<file path="src/rtl/core/etpc_pkg.sv">
// shared types, constants and helpers of the two-point calibrator
package etpc_pkg;

    localparam int unsigned CHANNELS = 8;
    localparam int unsigned CH_W = (CHANNELS > 1) ? $clog2(CHANNELS) : 1;
    localparam logic [CH_W-1:0] LAST_CH = CH_W'(CHANNELS - 1);

    localparam int unsigned SUM_W = 24;
    localparam int unsigned LEVEL_W = 16;
    localparam int unsigned CNT_W = 8;
    localparam int unsigned HASH_W = 32;
    localparam int unsigned CFG_DATA_W = 16;

    localparam logic [LEVEL_W-1:0] LEVEL_LIMIT = 16'd4095;
    localparam logic [HASH_W-1:0] HASH_SEED = 32'h1357_2468;
    localparam logic [LEVEL_W-1:0] MIN_DIFF_RESET = 16'd100;
    localparam logic [CNT_W-1:0] SAMPLES_RESET = 8'd50;

    typedef enum logic [1:0] {
        OP_RESET   = 2'd0,
        OP_CONFIRM = 2'd1,
        OP_SAMPLE  = 2'd2,
        OP_NONE    = 2'd3
    } opcode_t;

    typedef enum logic [2:0] {
        STEP_IDLE       = 3'd0,
        STEP_ARMED      = 3'd1,
        STEP_WHITE      = 3'd2,
        STEP_WHITE_DONE = 3'd3,
        STEP_BLACK      = 3'd4,
        STEP_DONE       = 3'd5,
        STEP_FAILED     = 3'd6
    } step_t;

    typedef enum logic {
        REG_MIN_DIFF = 1'b0,
        REG_SAMPLES  = 1'b1
    } cfg_reg_t;

    typedef struct packed {
        logic [1:0]  opcode;
        logic [31:0] frame_num;
        logic [15:0] channel_0;
        logic [15:0] channel_1;
        logic [15:0] channel_2;
        logic [15:0] channel_3;
        logic [15:0] channel_4;
        logic [15:0] channel_5;
        logic [15:0] channel_6;
        logic [15:0] channel_7;
    } item_t;

    typedef struct packed {
        logic [2:0]  step;
        logic [7:0]  sample_count;
        logic        success;
        logic [2:0]  channel_index;
        logic [15:0] white_level;
        logic [15:0] black_level;
        logic [31:0] record_checksum;
        logic        last;
    } result_t;

    typedef struct packed {
        logic            zero_samples;
        logic            start_capture;
        logic            accumulate;
        logic            div_start;
        logic [CH_W-1:0] div_idx;
        logic            level_write;
        logic            level_black;
        logic            hash_init;
        logic            hash_step;
        logic            hash_black;
        logic            load_out;
        logic            success;
        logic            last;
        logic [CH_W-1:0] idx;
        logic [2:0]      step;
    } etpc_cmd_t;

    typedef struct packed {
        logic frame_new;
        logic target_hit;
        logic div_done;
        logic pair_fail;
        logic out_free;
    } etpc_status_t;

    function automatic logic [LEVEL_W-1:0] item_channel(input item_t it, input int unsigned ch);
        logic [LEVEL_W-1:0] val;
        case (ch)
            0: val = it.channel_0;
            1: val = it.channel_1;
            2: val = it.channel_2;
            3: val = it.channel_3;
            4: val = it.channel_4;
            5: val = it.channel_5;
            6: val = it.channel_6;
            default: val = it.channel_7;
        endcase
        return val;
    endfunction

endpackage

</file>
<file path="src/rtl/core/etpc_div.sv">
// radix-2 restoring divider, one quotient bit per cycle
module etpc_div (
    input  logic                        clk,
    input  logic                        rst_n,
    input  logic                        start,
    input  logic [etpc_pkg::SUM_W-1:0]  dividend,
    input  logic [7:0]                  divisor,
    output logic                        done,
    output logic [etpc_pkg::SUM_W-1:0]  quotient
);
    import etpc_pkg::*;

    localparam int unsigned STEP_W = $clog2(SUM_W);
    localparam logic [STEP_W-1:0] LAST_STEP = STEP_W'(SUM_W - 1);

    logic              busy_reg, busy_next;
    logic              done_reg, done_next;
    logic [STEP_W-1:0] cnt_reg, cnt_next;
    logic [7:0]        rem_reg, rem_next;
    logic [SUM_W-1:0]  quo_reg, quo_next;
    logic [7:0]        div_reg, div_next;
    logic [8:0]        shifted;
    logic [8:0]        trial;
    logic              fits;

    always_comb
    begin
        shifted = {rem_reg, quo_reg[SUM_W-1]};
        trial   = shifted - {1'b0, div_reg};
        fits    = (shifted >= {1'b0, div_reg});

        busy_next = busy_reg;
        done_next = 1'b0;
        cnt_next  = cnt_reg;
        rem_next  = rem_reg;
        quo_next  = quo_reg;
        div_next  = div_reg;

        if (start)
        begin
            busy_next = 1'b1;
            cnt_next  = '0;
            rem_next  = '0;
            quo_next  = dividend;
            div_next  = divisor;
        end
        else if (busy_reg)
        begin
            // remainder stays below the divisor, so eight bits hold it
            rem_next = fits ? trial[7:0] : shifted[7:0];
            quo_next = {quo_reg[SUM_W-2:0], fits};
            cnt_next = cnt_reg + STEP_W'(1);
            if (cnt_reg == LAST_STEP)
            begin
                busy_next = 1'b0;
                done_next = 1'b1;
            end
        end
    end

    always_ff @(posedge clk or negedge rst_n)
    begin
        if (!rst_n)
        begin
            busy_reg <= 1'b0;
            done_reg <= 1'b0;
            cnt_reg  <= '0;
        end
        else
        begin
            busy_reg <= busy_next;
            done_reg <= done_next;
            cnt_reg  <= cnt_next;
        end
    end

    always_ff @(posedge clk)
    begin
        rem_reg <= rem_next;
        quo_reg <= quo_next;
        div_reg <= div_next;
    end

    assign done     = done_reg;
    assign quotient = quo_reg;

endmodule

</file>
<file path="src/rtl/core/etpc_dp.sv">
// datapath: config registers, sums, levels, checksum and result register
module etpc_dp (
    input  logic                  clk,
    input  logic                  rst_n,
    input  etpc_pkg::item_t       item,
    input  logic                  cfg_valid,
    input  logic                  cfg_index,
    input  logic [etpc_pkg::CFG_DATA_W-1:0] cfg_data,
    input  etpc_pkg::etpc_cmd_t   cmd,
    output etpc_pkg::etpc_status_t status,
    output logic                  result_valid,
    input  logic                  result_ready,
    output etpc_pkg::result_t     result
);
    import etpc_pkg::*;

    logic [LEVEL_W-1:0] min_diff_reg, min_diff_next;
    logic [CNT_W-1:0]   spc_reg, spc_next;
    logic [CNT_W-1:0]   samples_reg, samples_next;
    logic [31:0]        frame_reg, frame_next;
    logic [SUM_W-1:0]   sums_reg [CHANNELS];
    logic [SUM_W-1:0]   sums_next [CHANNELS];
    logic [LEVEL_W-1:0] white_reg [CHANNELS];
    logic [LEVEL_W-1:0] black_reg [CHANNELS];
    logic [HASH_W-1:0]  hash_reg, hash_next;
    logic               fail_reg, fail_next;
    logic               rvalid_reg, rvalid_next;
    result_t            result_reg, result_next;

    logic [CNT_W-1:0]   target;
    logic               div_done;
    logic [SUM_W-1:0]   quotient;
    logic [LEVEL_W-1:0] level_sat;
    logic [LEVEL_W-1:0] w_cur;
    logic [LEVEL_W-1:0] b_cur;
    logic [LEVEL_W-1:0] gap;
    logic               bad;

    // zero samples per capture behaves as one
    assign target = (spc_reg == '0) ? CNT_W'(1) : spc_reg;

    etpc_div u_div (
        .clk      (clk),
        .rst_n    (rst_n),
        .start    (cmd.div_start),
        .dividend (sums_reg[cmd.div_idx]),
        .divisor  (target),
        .done     (div_done),
        .quotient (quotient)
    );

    assign level_sat = (quotient[SUM_W-1:LEVEL_W] != '0) ? '1 : quotient[LEVEL_W-1:0];

    assign w_cur = white_reg[cmd.idx];
    assign b_cur = black_reg[cmd.idx];
    assign gap   = (w_cur >= b_cur) ? (w_cur - b_cur) : (b_cur - w_cur);
    assign bad   = (w_cur > LEVEL_LIMIT) || (b_cur > LEVEL_LIMIT) || (gap < min_diff_reg);

    always_comb
    begin
        min_diff_next = min_diff_reg;
        spc_next      = spc_reg;
        if (cfg_valid)
        begin
            unique case (cfg_reg_t'(cfg_index))
                REG_MIN_DIFF: min_diff_next = cfg_data;
                REG_SAMPLES:  spc_next = cfg_data[CNT_W-1:0];
            endcase
        end

        samples_next = samples_reg;
        frame_next   = frame_reg;
        for (int i = 0; i < CHANNELS; i++)
        begin
            sums_next[i] = sums_reg[i];
        end

        if (cmd.zero_samples)
        begin
            samples_next = '0;
        end
        else if (cmd.start_capture)
        begin
            samples_next = '0;
            frame_next   = item.frame_num;
            for (int i = 0; i < CHANNELS; i++)
            begin
                sums_next[i] = '0;
            end
        end
        else if (cmd.accumulate)
        begin
            frame_next = item.frame_num;
            for (int i = 0; i < CHANNELS; i++)
            begin
                sums_next[i] = sums_reg[i] + SUM_W'(item_channel(item, i));
            end
            if (samples_reg != '1)
            begin
                samples_next = samples_reg + CNT_W'(1);
            end
        end

        hash_next = hash_reg;
        fail_next = fail_reg;
        if (cmd.hash_init)
        begin
            hash_next = HASH_SEED;
            fail_next = 1'b0;
        end
        else if (cmd.hash_step)
        begin
            // c * 33 + level, modulo 2^32
            hash_next = {hash_reg[HASH_W-6:0], 5'd0} + hash_reg
                        + HASH_W'(cmd.hash_black ? b_cur : w_cur);
            if (!cmd.hash_black && bad)
            begin
                fail_next = 1'b1;
            end
        end

        result_next = result_reg;
        rvalid_next = rvalid_reg;
        if (cmd.load_out)
        begin
            rvalid_next                 = 1'b1;
            result_next.step            = cmd.step;
            result_next.sample_count    = samples_reg;
            result_next.success         = cmd.success;
            result_next.channel_index   = cmd.success ? 3'(cmd.idx) : 3'd0;
            result_next.white_level     = cmd.success ? w_cur : '0;
            result_next.black_level     = cmd.success ? b_cur : '0;
            result_next.record_checksum = cmd.success ? hash_reg : '0;
            result_next.last            = cmd.last;
        end
        else if (result_ready)
        begin
            rvalid_next = 1'b0;
        end
    end

    always_ff @(posedge clk or negedge rst_n)
    begin
        if (!rst_n)
        begin
            min_diff_reg <= MIN_DIFF_RESET;
            spc_reg      <= SAMPLES_RESET;
            samples_reg  <= '0;
            frame_reg    <= '0;
            hash_reg     <= '0;
            fail_reg     <= 1'b0;
            rvalid_reg   <= 1'b0;
            for (int i = 0; i < CHANNELS; i++)
            begin
                sums_reg[i]  <= '0;
                white_reg[i] <= '0;
                black_reg[i] <= '0;
            end
        end
        else
        begin
            min_diff_reg <= min_diff_next;
            spc_reg      <= spc_next;
            samples_reg  <= samples_next;
            frame_reg    <= frame_next;
            hash_reg     <= hash_next;
            fail_reg     <= fail_next;
            rvalid_reg   <= rvalid_next;
            for (int i = 0; i < CHANNELS; i++)
            begin
                sums_reg[i] <= sums_next[i];
            end
            if (cmd.level_write && !cmd.level_black)
            begin
                white_reg[cmd.idx] <= level_sat;
            end
            if (cmd.level_write && cmd.level_black)
            begin
                black_reg[cmd.idx] <= level_sat;
            end
        end
    end

    always_ff @(posedge clk)
    begin
        result_reg <= result_next;
    end

    assign status.frame_new  = (item.frame_num != frame_reg);
    assign status.target_hit = (samples_reg >= target);
    assign status.div_done   = div_done;
    assign status.pair_fail  = fail_reg;
    assign status.out_free   = !rvalid_reg || result_ready;

    assign result_valid = rvalid_reg;
    assign result       = result_reg;

endmodule

</file>
<file path="src/rtl/core/etpc_ctrl.sv">
// controller: calibration step sequencer and datapath command issue
module etpc_ctrl (
    input  logic                   clk,
    input  logic                   rst_n,
    input  logic                   item_valid,
    output logic                   item_ready,
    input  logic [1:0]             opcode,
    input  etpc_pkg::etpc_status_t status,
    output etpc_pkg::etpc_cmd_t    cmd
);
    import etpc_pkg::*;

    typedef enum logic [2:0] {
        S_IDLE,
        S_CHECK,
        S_DIV,
        S_VALID,
        S_JUDGE,
        S_OUT
    } state_t;

    state_t          state_reg, state_next;
    step_t           step_reg, step_next;
    logic [CH_W-1:0] ch_reg, ch_next;
    logic            phase_reg, phase_next;
    logic            success_reg, success_next;

    always_comb
    begin
        state_next   = state_reg;
        step_next    = step_reg;
        ch_next      = ch_reg;
        phase_next   = phase_reg;
        success_next = success_reg;

        cmd         = '0;
        cmd.step    = step_reg;
        cmd.idx     = ch_reg;
        cmd.div_idx = ch_reg;
        cmd.success = success_reg;

        unique case (state_reg)
            S_IDLE:
            begin
                if (item_valid)
                begin
                    success_next = 1'b0;
                    ch_next      = '0;
                    state_next   = S_OUT;
                    unique case (opcode_t'(opcode))
                        OP_RESET:
                        begin
                            step_next        = STEP_IDLE;
                            cmd.zero_samples = 1'b1;
                        end
                        OP_CONFIRM:
                        begin
                            if (step_reg == STEP_IDLE)
                            begin
                                step_next = STEP_ARMED;
                            end
                            else if (step_reg == STEP_ARMED)
                            begin
                                step_next         = STEP_WHITE;
                                cmd.start_capture = 1'b1;
                            end
                            else if (step_reg == STEP_WHITE_DONE)
                            begin
                                step_next         = STEP_BLACK;
                                cmd.start_capture = 1'b1;
                            end
                        end
                        OP_SAMPLE:
                        begin
                            if ((step_reg == STEP_WHITE || step_reg == STEP_BLACK)
                                && status.frame_new)
                            begin
                                cmd.accumulate = 1'b1;
                                state_next     = S_CHECK;
                            end
                        end
                        OP_NONE: ;
                    endcase
                end
            end
            S_CHECK:
            begin
                if (status.target_hit)
                begin
                    cmd.div_start = 1'b1;
                    cmd.div_idx   = '0;
                    ch_next       = '0;
                    state_next    = S_DIV;
                end
                else
                begin
                    state_next = S_OUT;
                end
            end
            S_DIV:
            begin
                if (status.div_done)
                begin
                    cmd.level_write = 1'b1;
                    cmd.level_black = (step_reg == STEP_BLACK);
                    if (ch_reg == LAST_CH)
                    begin
                        ch_next = '0;
                        if (step_reg == STEP_BLACK)
                        begin
                            cmd.hash_init = 1'b1;
                            phase_next    = 1'b0;
                            state_next    = S_VALID;
                        end
                        else
                        begin
                            step_next  = STEP_WHITE_DONE;
                            state_next = S_OUT;
                        end
                    end
                    else
                    begin
                        // next channel's division starts as this one retires
                        ch_next       = ch_reg + CH_W'(1);
                        cmd.div_start = 1'b1;
                        cmd.div_idx   = ch_reg + CH_W'(1);
                    end
                end
            end
            S_VALID:
            begin
                cmd.hash_step  = 1'b1;
                cmd.hash_black = phase_reg;
                phase_next     = !phase_reg;
                if (phase_reg)
                begin
                    if (ch_reg == LAST_CH)
                    begin
                        state_next = S_JUDGE;
                    end
                    else
                    begin
                        ch_next = ch_reg + CH_W'(1);
                    end
                end
            end
            S_JUDGE:
            begin
                step_next    = status.pair_fail ? STEP_FAILED : STEP_DONE;
                success_next = !status.pair_fail;
                ch_next      = '0;
                state_next   = S_OUT;
            end
            S_OUT:
            begin
                if (status.out_free)
                begin
                    cmd.load_out = 1'b1;
                    cmd.last     = !success_reg || (ch_reg == LAST_CH);
                    if (cmd.last)
                    begin
                        state_next = S_IDLE;
                    end
                    else
                    begin
                        ch_next = ch_reg + CH_W'(1);
                    end
                end
            end
            default:
            begin
                state_next = S_IDLE;
            end
        endcase
    end

    always_ff @(posedge clk or negedge rst_n)
    begin
        if (!rst_n)
        begin
            state_reg   <= S_IDLE;
            step_reg    <= STEP_IDLE;
            ch_reg      <= '0;
            phase_reg   <= 1'b0;
            success_reg <= 1'b0;
        end
        else
        begin
            state_reg   <= state_next;
            step_reg    <= step_next;
            ch_reg      <= ch_next;
            phase_reg   <= phase_next;
            success_reg <= success_next;
        end
    end

    assign item_ready = (state_reg == S_IDLE);

endmodule

</file>
<file path="src/rtl/core/eight_channel_two_point_calibrator.sv">
// top level of the eight-channel two-point calibrator
//
// item channel (valid/ready): one event per beat: reset, confirm, none or frame
// sample with the frame count and eight channel readings.
// result channel (valid/ready): one beat per event, or eight beats (one per
// channel, last on the final one) when the event completes a valid pair.
// cfg channel (valid/ready, always ready): index 0 min_difference,
// index 1 samples_per_capture; the user must write them only while no event
// is in flight, which the block itself does not enforce.
// most events go straight to the output state; samples that add to a capture
// pass a check state first. a sample that ends a capture runs the shared
// radix-2 divider once per channel in turn; the black capture then hashes each
// channel's white and black level and passes a judge state before the results.
// the next event is accepted as soon as the last result beat is loaded,
// even if that beat still waits in the output register.
// a stalled receiver holds the result register; later beats wait for it.
// reset: step 0, counts and sums cleared, registers back to 100 and 50.
module eight_channel_two_point_calibrator (
    input  logic              clk,
    input  logic              rst_n,
    input  logic              item_valid,
    output logic              item_ready,
    input  etpc_pkg::item_t   item,
    output logic              result_valid,
    input  logic              result_ready,
    output etpc_pkg::result_t result,
    input  logic              cfg_valid,
    output logic              cfg_ready,
    input  logic              cfg_index,
    input  logic [etpc_pkg::CFG_DATA_W-1:0] cfg_data
);
    import etpc_pkg::*;

    etpc_cmd_t    cmd;
    etpc_status_t status;

    assign cfg_ready = 1'b1;

    etpc_ctrl u_ctrl (
        .clk        (clk),
        .rst_n      (rst_n),
        .item_valid (item_valid),
        .item_ready (item_ready),
        .opcode     (item.opcode),
        .status     (status),
        .cmd        (cmd)
    );

    etpc_dp u_dp (
        .clk          (clk),
        .rst_n        (rst_n),
        .item         (item),
        .cfg_valid    (cfg_valid),
        .cfg_index    (cfg_index),
        .cfg_data     (cfg_data),
        .cmd          (cmd),
        .status       (status),
        .result_valid (result_valid),
        .result_ready (result_ready),
        .result       (result)
    );

endmodule

</file>
<file path="config.mk">
export PLATFORM = sky130hd
export DESIGN_NAME = eight_channel_two_point_calibrator
export DESIGN_NICKNAME = d
export VERILOG_FILES = /design/src/rtl/core/etpc_pkg.sv /design/src/rtl/core/etpc_div.sv /design/src/rtl/core/etpc_dp.sv /design/src/rtl/core/etpc_ctrl.sv /design/src/rtl/core/eight_channel_two_point_calibrator.sv
export SDC_FILE = /design/constraint.sdc
export NUM_CORES = 2
export LEC_CHECK = 0
export ABC_AREA = 1
export BUFFER_PORTS_ARGS = -buffer_cell sky130_fd_sc_hd__buf_2
export CAP_MARGIN = 20
export CORE_ASPECT_RATIO = 1.4
export CORE_MARGIN = 5
export CORE_UTILIZATION = 50
export CTS_CLUSTER_DIAMETER = 150
export DETAILED_ROUTE_END_ITERATION = 10
export GPL_ROUTABILITY_DRIVEN = 0
export PLACE_DENSITY = 0.71
export SYNTH_ARGS = -nofsm -noshare
export SYNTH_HDL_FRONTEND = slang
export SYNTH_SLANG_ARGS = --single-unit
</file>
<file path="constraint.sdc">
create_clock -name clk -period 9.9 [get_ports clk]
set_input_delay 1.485 -clock clk [delete_from_list [all_inputs] [get_ports clk]]
set_output_delay 1.485 -clock clk [all_outputs]
set_load 0.01 [all_outputs]
</file>
* After elaboration in Yosys (flattened, before gate mapping)
Index checks and enable logic that the tools add are counted.
** Cells by class
- Reduce and logical (&&, ||, !) cells :: 43
- Magnitude comparators :: 9
- Equal/unequal tests :: 29
- Bitwise logic cells :: 4
- Add/sub/neg operators :: 16
- Muxes and demuxes :: 123
** Operators by type and width (number)
- $mux 16 :: 32
- $mux 192 :: 2
- $bwmux 128 :: 2
- $add 24x16->24 :: 8
- $mux 32 :: 4
- $bmux 16 s3 :: 2
- $mux 24 :: 4
- $mux 3 :: 29
- $bmux 24 s3 :: 1
- $add 32x32->32 :: 2
- $demux 16 s3 :: 1
- $mux 8 :: 6
- $pmux 3 s6 :: 2
- $gt 16x12->1 const B :: 2
- $ne 32x32->1 :: 1
- $sub 16x16->16 :: 2
- $mux 1 :: 26
- $ge 16x16->1 :: 1
- $lt 16x16->1 :: 1
- $reduce_and 2->1 :: 7
- $reduce_and 7->1 :: 2
- $reduce_bool 2->1 :: 7
- $eq 3x2->1 const B :: 4
- $eq 3x3->1 const B :: 4
- other kinds (38) :: 72
** Storage, ports and cells
- Input port bits :: 184
- Register bits after elaboration :: 684

* Depth between registers and ports, before layout
- Word-level depth :: 13
- Depth in mapped cells :: 33

* Hierarchy
From an unflattened synthesis, not the netlist that was laid out.
** Second synthesis, totals
- Cells, all modules :: 5870
- Area, all modules :: 43526.7 um^2
** Modules (own cells, without submodules)
- etpc_dp :: instances 1, cells each 5422, seq. area each 16072.9 um^2, area an instance 40085.9 um^2
- etpc_div :: instances 1, cells each 278, seq. area each 1296.2 um^2, area an instance 2391.0 um^2
- etpc_ctrl :: instances 1, cells each 168, seq. area each 275.3 um^2, area an instance 1038.5 um^2
- eight_channel_two_point_calibrator :: instances 1, cells each 2, seq. area each 0.0 um^2, area an instance 11.3 um^2

* Least setup slack after synthesis
No wires, ideal clock.
- Kind :: input -> register
- Start point :: input result_ready
- End point :: register u_dp.result_reg, in the netlist u_dp.result[0], enable pin
- Setup slack :: 4.502 ns
- Data arrival time :: 4.879 ns
- Data required time :: 9.381 ns
- Setup time :: 0.519 ns
- Buffers on the path :: 0
- Stages :: 2
- Cell sequence :: nor2_1 > nor2_1
** RTL lines
- from (decl) :: line eight_channel_two_point_calibrator.sv:25 : input logic result_ready,
- to (signal assigned) :: line etpc_dp.sv:186 : result_reg <= result_next;
- to (decl) :: line etpc_dp.sv:28 : result_t result_reg, result_next;

* Worst setup path after layout
- Start point :: register u_ctrl.ch_reg[0]
- End point :: register u_dp.fail_reg
** Between the ends
- Cells in the longest elaborated chain, start to end :: 11
** RTL lines
- from (decl) :: line etpc_ctrl.sv:24 : logic [CH_W-1:0] ch_reg, ch_next;
- from (signal assigned) :: line etpc_ctrl.sv:191 : ch_reg <= ch_next;
- $not 3->4 (implied by the code) * :: line etpc_dp.sv:54 : assign w_cur = white_reg[cmd.idx];
- $bmux 16 s3 * :: line etpc_dp.sv:54
- $mux 16 (implied by the code) * (2 in a row) :: line etpc_dp.sv:54
- named net u_dp.w_cur[0] :: line etpc_dp.sv:34 : logic [LEVEL_W-1:0] w_cur;
- $sub 16x16->16 or $ge 16x16->1 (tied branches) :: line etpc_dp.sv:56 : assign gap = (w_cur >= b_cur) ? (w_cur - b_cur) : (b_cur - w_cur);
- $mux 16 :: line etpc_dp.sv:56
- $lt 16x16->1 :: line etpc_dp.sv:57 : assign bad = (w_cur > LEVEL_LIMIT) || (b_cur > LEVEL_LIMIT) || (gap < min_diff_reg);
- $logic_or 1x1->1 * :: line etpc_dp.sv:57
- $logic_and 1x1->1 * :: line etpc_dp.sv:116 : if (!cmd.hash_black && bad)
- $reduce_bool 2->1 (no source line) *
- $reduce_and 2->1 (no source line) *
- to (signal assigned) :: line etpc_dp.sv:167 : fail_reg <= fail_next;
- to (decl) :: line etpc_dp.sv:26 : logic fail_reg, fail_next;
The timed path passes the listed nets; every way through them passes the cells marked *. The select of a mux whose other input is x is not followed.
A chain may end at the register's enable or synchronous reset.

==> results.txt <==
Status: complete, but fails checks
Failing checks: DRC
Pint: 7.210 mW
Syn-to-layout area delta: 10.82%
Yosys top cell area share: 32.26%
Vias per inst: 5.829
Met1 usage: 35.63%
H-tree levels: 3
Final Cell Area: 47,960 sq um
Setup Fix Bufs, Post-CTS: 0
Final hold viol count: 0
Total Routing Usage GR: 29.56%
Dpl hpwl: 101,200 microns
Busiest grt layer: met2
Number of synthesized flops with an enable pin: 112
Switching power share of the total: 44.33%
Port bufs: 265
Sw Pwr: 5.740 mW
Syn Inst Count: 5,695
Worst Skew: 0.03313 ns
RSZ-0062 raised after global routing: false
Sequential power share: 32.3%
Total negative slack: 0 ns
Most common flop cell mapped by yosys: dfrtp_1
Reg-to-reg slack, setup: 3.94 ns
CP Data Required Time: 10.48 ns
Avg WL per Cell: 20.10 microns
Worst min-delay path category: register to register
R2R cell count: 27
DR pass1 iterations: 11
Chip height: 358.1 microns
Remaining DRCs: 2
Clock Latency Late Sink: 0.67 ns
Longest Clk Path Bufs: 3
Placed Area: 45,440 sq um
Largest net degree at the start of global routing: 162
# clock sinks: 684
Library cells used by synthesis: 62
Layout cells sized above 1: 8.524%
DR iter-0 viols: 3,921
Synthesized Nets: 6,148
Leading area contributor after synthesis: dfrtp_1
CP arrival: 6.54 ns
I/O pins: 267
Post_cts resized: 0
Post-Place Cells: 6,863
CTS root buf: clkbuf_16
Initial Util: 50.44%
Vias in the first global route: 39,278
Number of register bits inferred by synthesis: 684
Synth area leaders: dfrtp_1 32%, nand2_1 11%, edfxtp_1 7.8%, ha_1 7.1%, inv_1 6.3%
Max-slew violation count: 0
Area of the die: 92,630 sq um
CP Capture Type: register
Synthesized area: 43,280 sq um
Nets: 6,294
Leakage power: 22.97 nW
Max reg flops: 192
Worst vdd ir: 0.1957 mV
R2r endpoint: u_dp.fail_reg$_DFFE_PN0P_
Sequential area share after synthesis: 40.77%
Max-cap violations: 0
TritonCTS clock tree: built
Logic pwr share: 45.2%
Slew @ Worst Pin: 1.110 ns
PwrDens: 270.0 nW/um^2
Post-route minimum period: 5.961 ns
Setup violators final: 0
Yosys warnings: 0
Worst Setup Path Type: register to register
DRT Wirelength: 140,800 microns
Hold EP: u_ctrl.phase_reg$_DFFE_PN0P_
Initial antenna violation count: 8
Post-Layout Cell Count: 7,005
Hold depth: 2
First-pass GRT wire length: 217,700 microns
Via count: 40,834
Crit Path Max Fanout: 23
Met2 Use GR: 50.94%
Relative max-transition margin: 25.86%
GRT met3 Usage: 4.014%
Max Clock Freq: 167.8 MHz
Core Footprint: 85,810 sq um
GRT overflow: 0
Final period util: 60.21%
Min-Delay Startpoint: u_ctrl.phase_reg$_DFFE_PN0P_
Async SR Flop Fraction: 82.46%
Cts hold-fix bufs: 0
Worst R2R Start: u_ctrl.ch_reg[0]$_DFFE_PN0P_
Die X: 258.7 microns
Final ANT Viol Nets: 0
CP Launch Type: register
Rows: 127
CTS Buf Count: 72
Clk slew on worst S/H paths: 0.07 ns
Mean post-synth cell area: 7.600 sq um
Clk pwr share: 22.5%
Hold WS: 0.4827 ns
## stage by stage
| step | total power [mW] | worst slack [ns] | utilization [%] |
|---|---|---|---|
| after CTS | 12.90 | 4.065 | 55.87 |
| final | 12.95 | 3.940 | 55.90 |
| after global routing | 13.85 | 3.481 | 55.89 |
| after floorplan | 8.178 | 4.502 | - |
| after global placement | 9.850 | 4.265 | 52.93 |
| after detailed placement | 9.961 | 4.096 | 52.96 |
## worst max-delay path: stages (launching register included)
cell      delay, ns
dfrtp_1        0.64
inv_2          0.14
nand3_1        0.54
inv_1          0.61
a221oi_1       0.45
nand2_1        0.15
inv_1          0.12
ha_1           0.16
inv_1          0.06
fa_1           0.41
nand2_1        0.09
nand2_1        0.10
inv_1          0.09
o21ai_1        0.09
nand2_1        0.10
nand3_2        0.31
o21ai_0        0.38
xor2_1         0.19
inv_1          0.06
ha_1           0.29
a21oi_1        0.14
o21ai_0        0.12
nor3b_1        0.16
o21ai_0        0.15
nand3_1        0.09
nand2_1        0.07
nand2_1        0.05
a21oi_1        0.12
## cell usage after synthesis, types with 49 or more instances
cell type and count:
a21oi_1 327, o21ai_0 503, xor2_1 78, nand2_1 1212
a31oi_1 116, buf_2 95, ha_1 246, nor2_1 481
dfrtp_1 558, inv_1 728, o22ai_1 110, clkbuf_1 106
nand4_1 75, nor3_1 49, o31ai_1 50, edfxtp_1 112
nand3_1 443
## worst max path at each step
stage,to,depth (start not counted),start,slack (ns)
floorplan,u_dp.result[0]$_SDFFCE_PN0P_,2,result_ready,4.50
global placement,u_dp.fail_reg$_DFFE_PN0P_,29,u_ctrl.ch_reg[0]$_DFFE_PN0P_,4.26
detailed placement,u_dp.fail_reg$_DFFE_PN0P_,27,u_ctrl.ch_reg[0]$_DFFE_PN0P_,4.10
CTS,u_dp.fail_reg$_DFFE_PN0P_,27,u_ctrl.ch_reg[0]$_DFFE_PN0P_,4.07
global route,u_dp.fail_reg$_DFFE_PN0P_,27,u_ctrl.ch_reg[0]$_DFFE_PN0P_,3.48
finish,u_dp.fail_reg$_DFFE_PN0P_,27,u_ctrl.ch_reg[0]$_DFFE_PN0P_,3.94
## kinds of logic after synthesis
kind of cell    after synthesis  synth area share [%]
compound gates             1306                 17.20
xor+xnor                    106                 2.145
fa+ha+maj                   269                 8.175
buf+inv                     988                 8.956
flops                       684                 40.77
other cells                   1              0.008664
simple gates               2341                 22.75
## final cells by class
cell class	instances	area, sq um
multi-input cells	4023	21930
well taps	1096	1371
diodes	8	20.02
inverters	759	2849
clock buffers	98	1979
repair buffers	301	1652
flip-flops and latches	684	17640
clock inverters	36	520.5
fillers	8054	37840
## cells in the final DEF, fill, tap and decap left out, types with 29 or more instances in the layout
master / count
o22ai_1: 110
ha_1: 246
xor2_1: 78
nand2_1: 1210
a21o_1: 29
o21ai_0: 503
nor2_1: 463
clkbuf_16: 72
nand4_1: 75
inv_1: 728
a221oi_1: 33
nor3_1: 49
buf_4: 33
edfxtp_1: 112
o31ai_1: 50
a21oi_1: 327
buf_2: 264
nand3_1: 442
dfrtp_1: 558
a31oi_1: 116
## per-layer routing
layer  wire [microns]  share of wire, %
met5               12            0.0085
met4             9411               6.7
met2            68270                48
met3             9728               6.9
met1            53390                38
## power by group through the flow
stage | registers, mW | clock network, mW | logic [mW]
global placement | 4.20 | 0 | 5.65
CTS | 4.17 | 2.95 | 5.78
floorplan | 4.11 | 0 | 4.07
global route | 4.26 | 3.06 | 6.53
finish | 4.18 | 2.91 | 5.86
detailed placement | 4.22 | 0 | 5.74
Note: power is estimated with default switching activity, not from simulation.
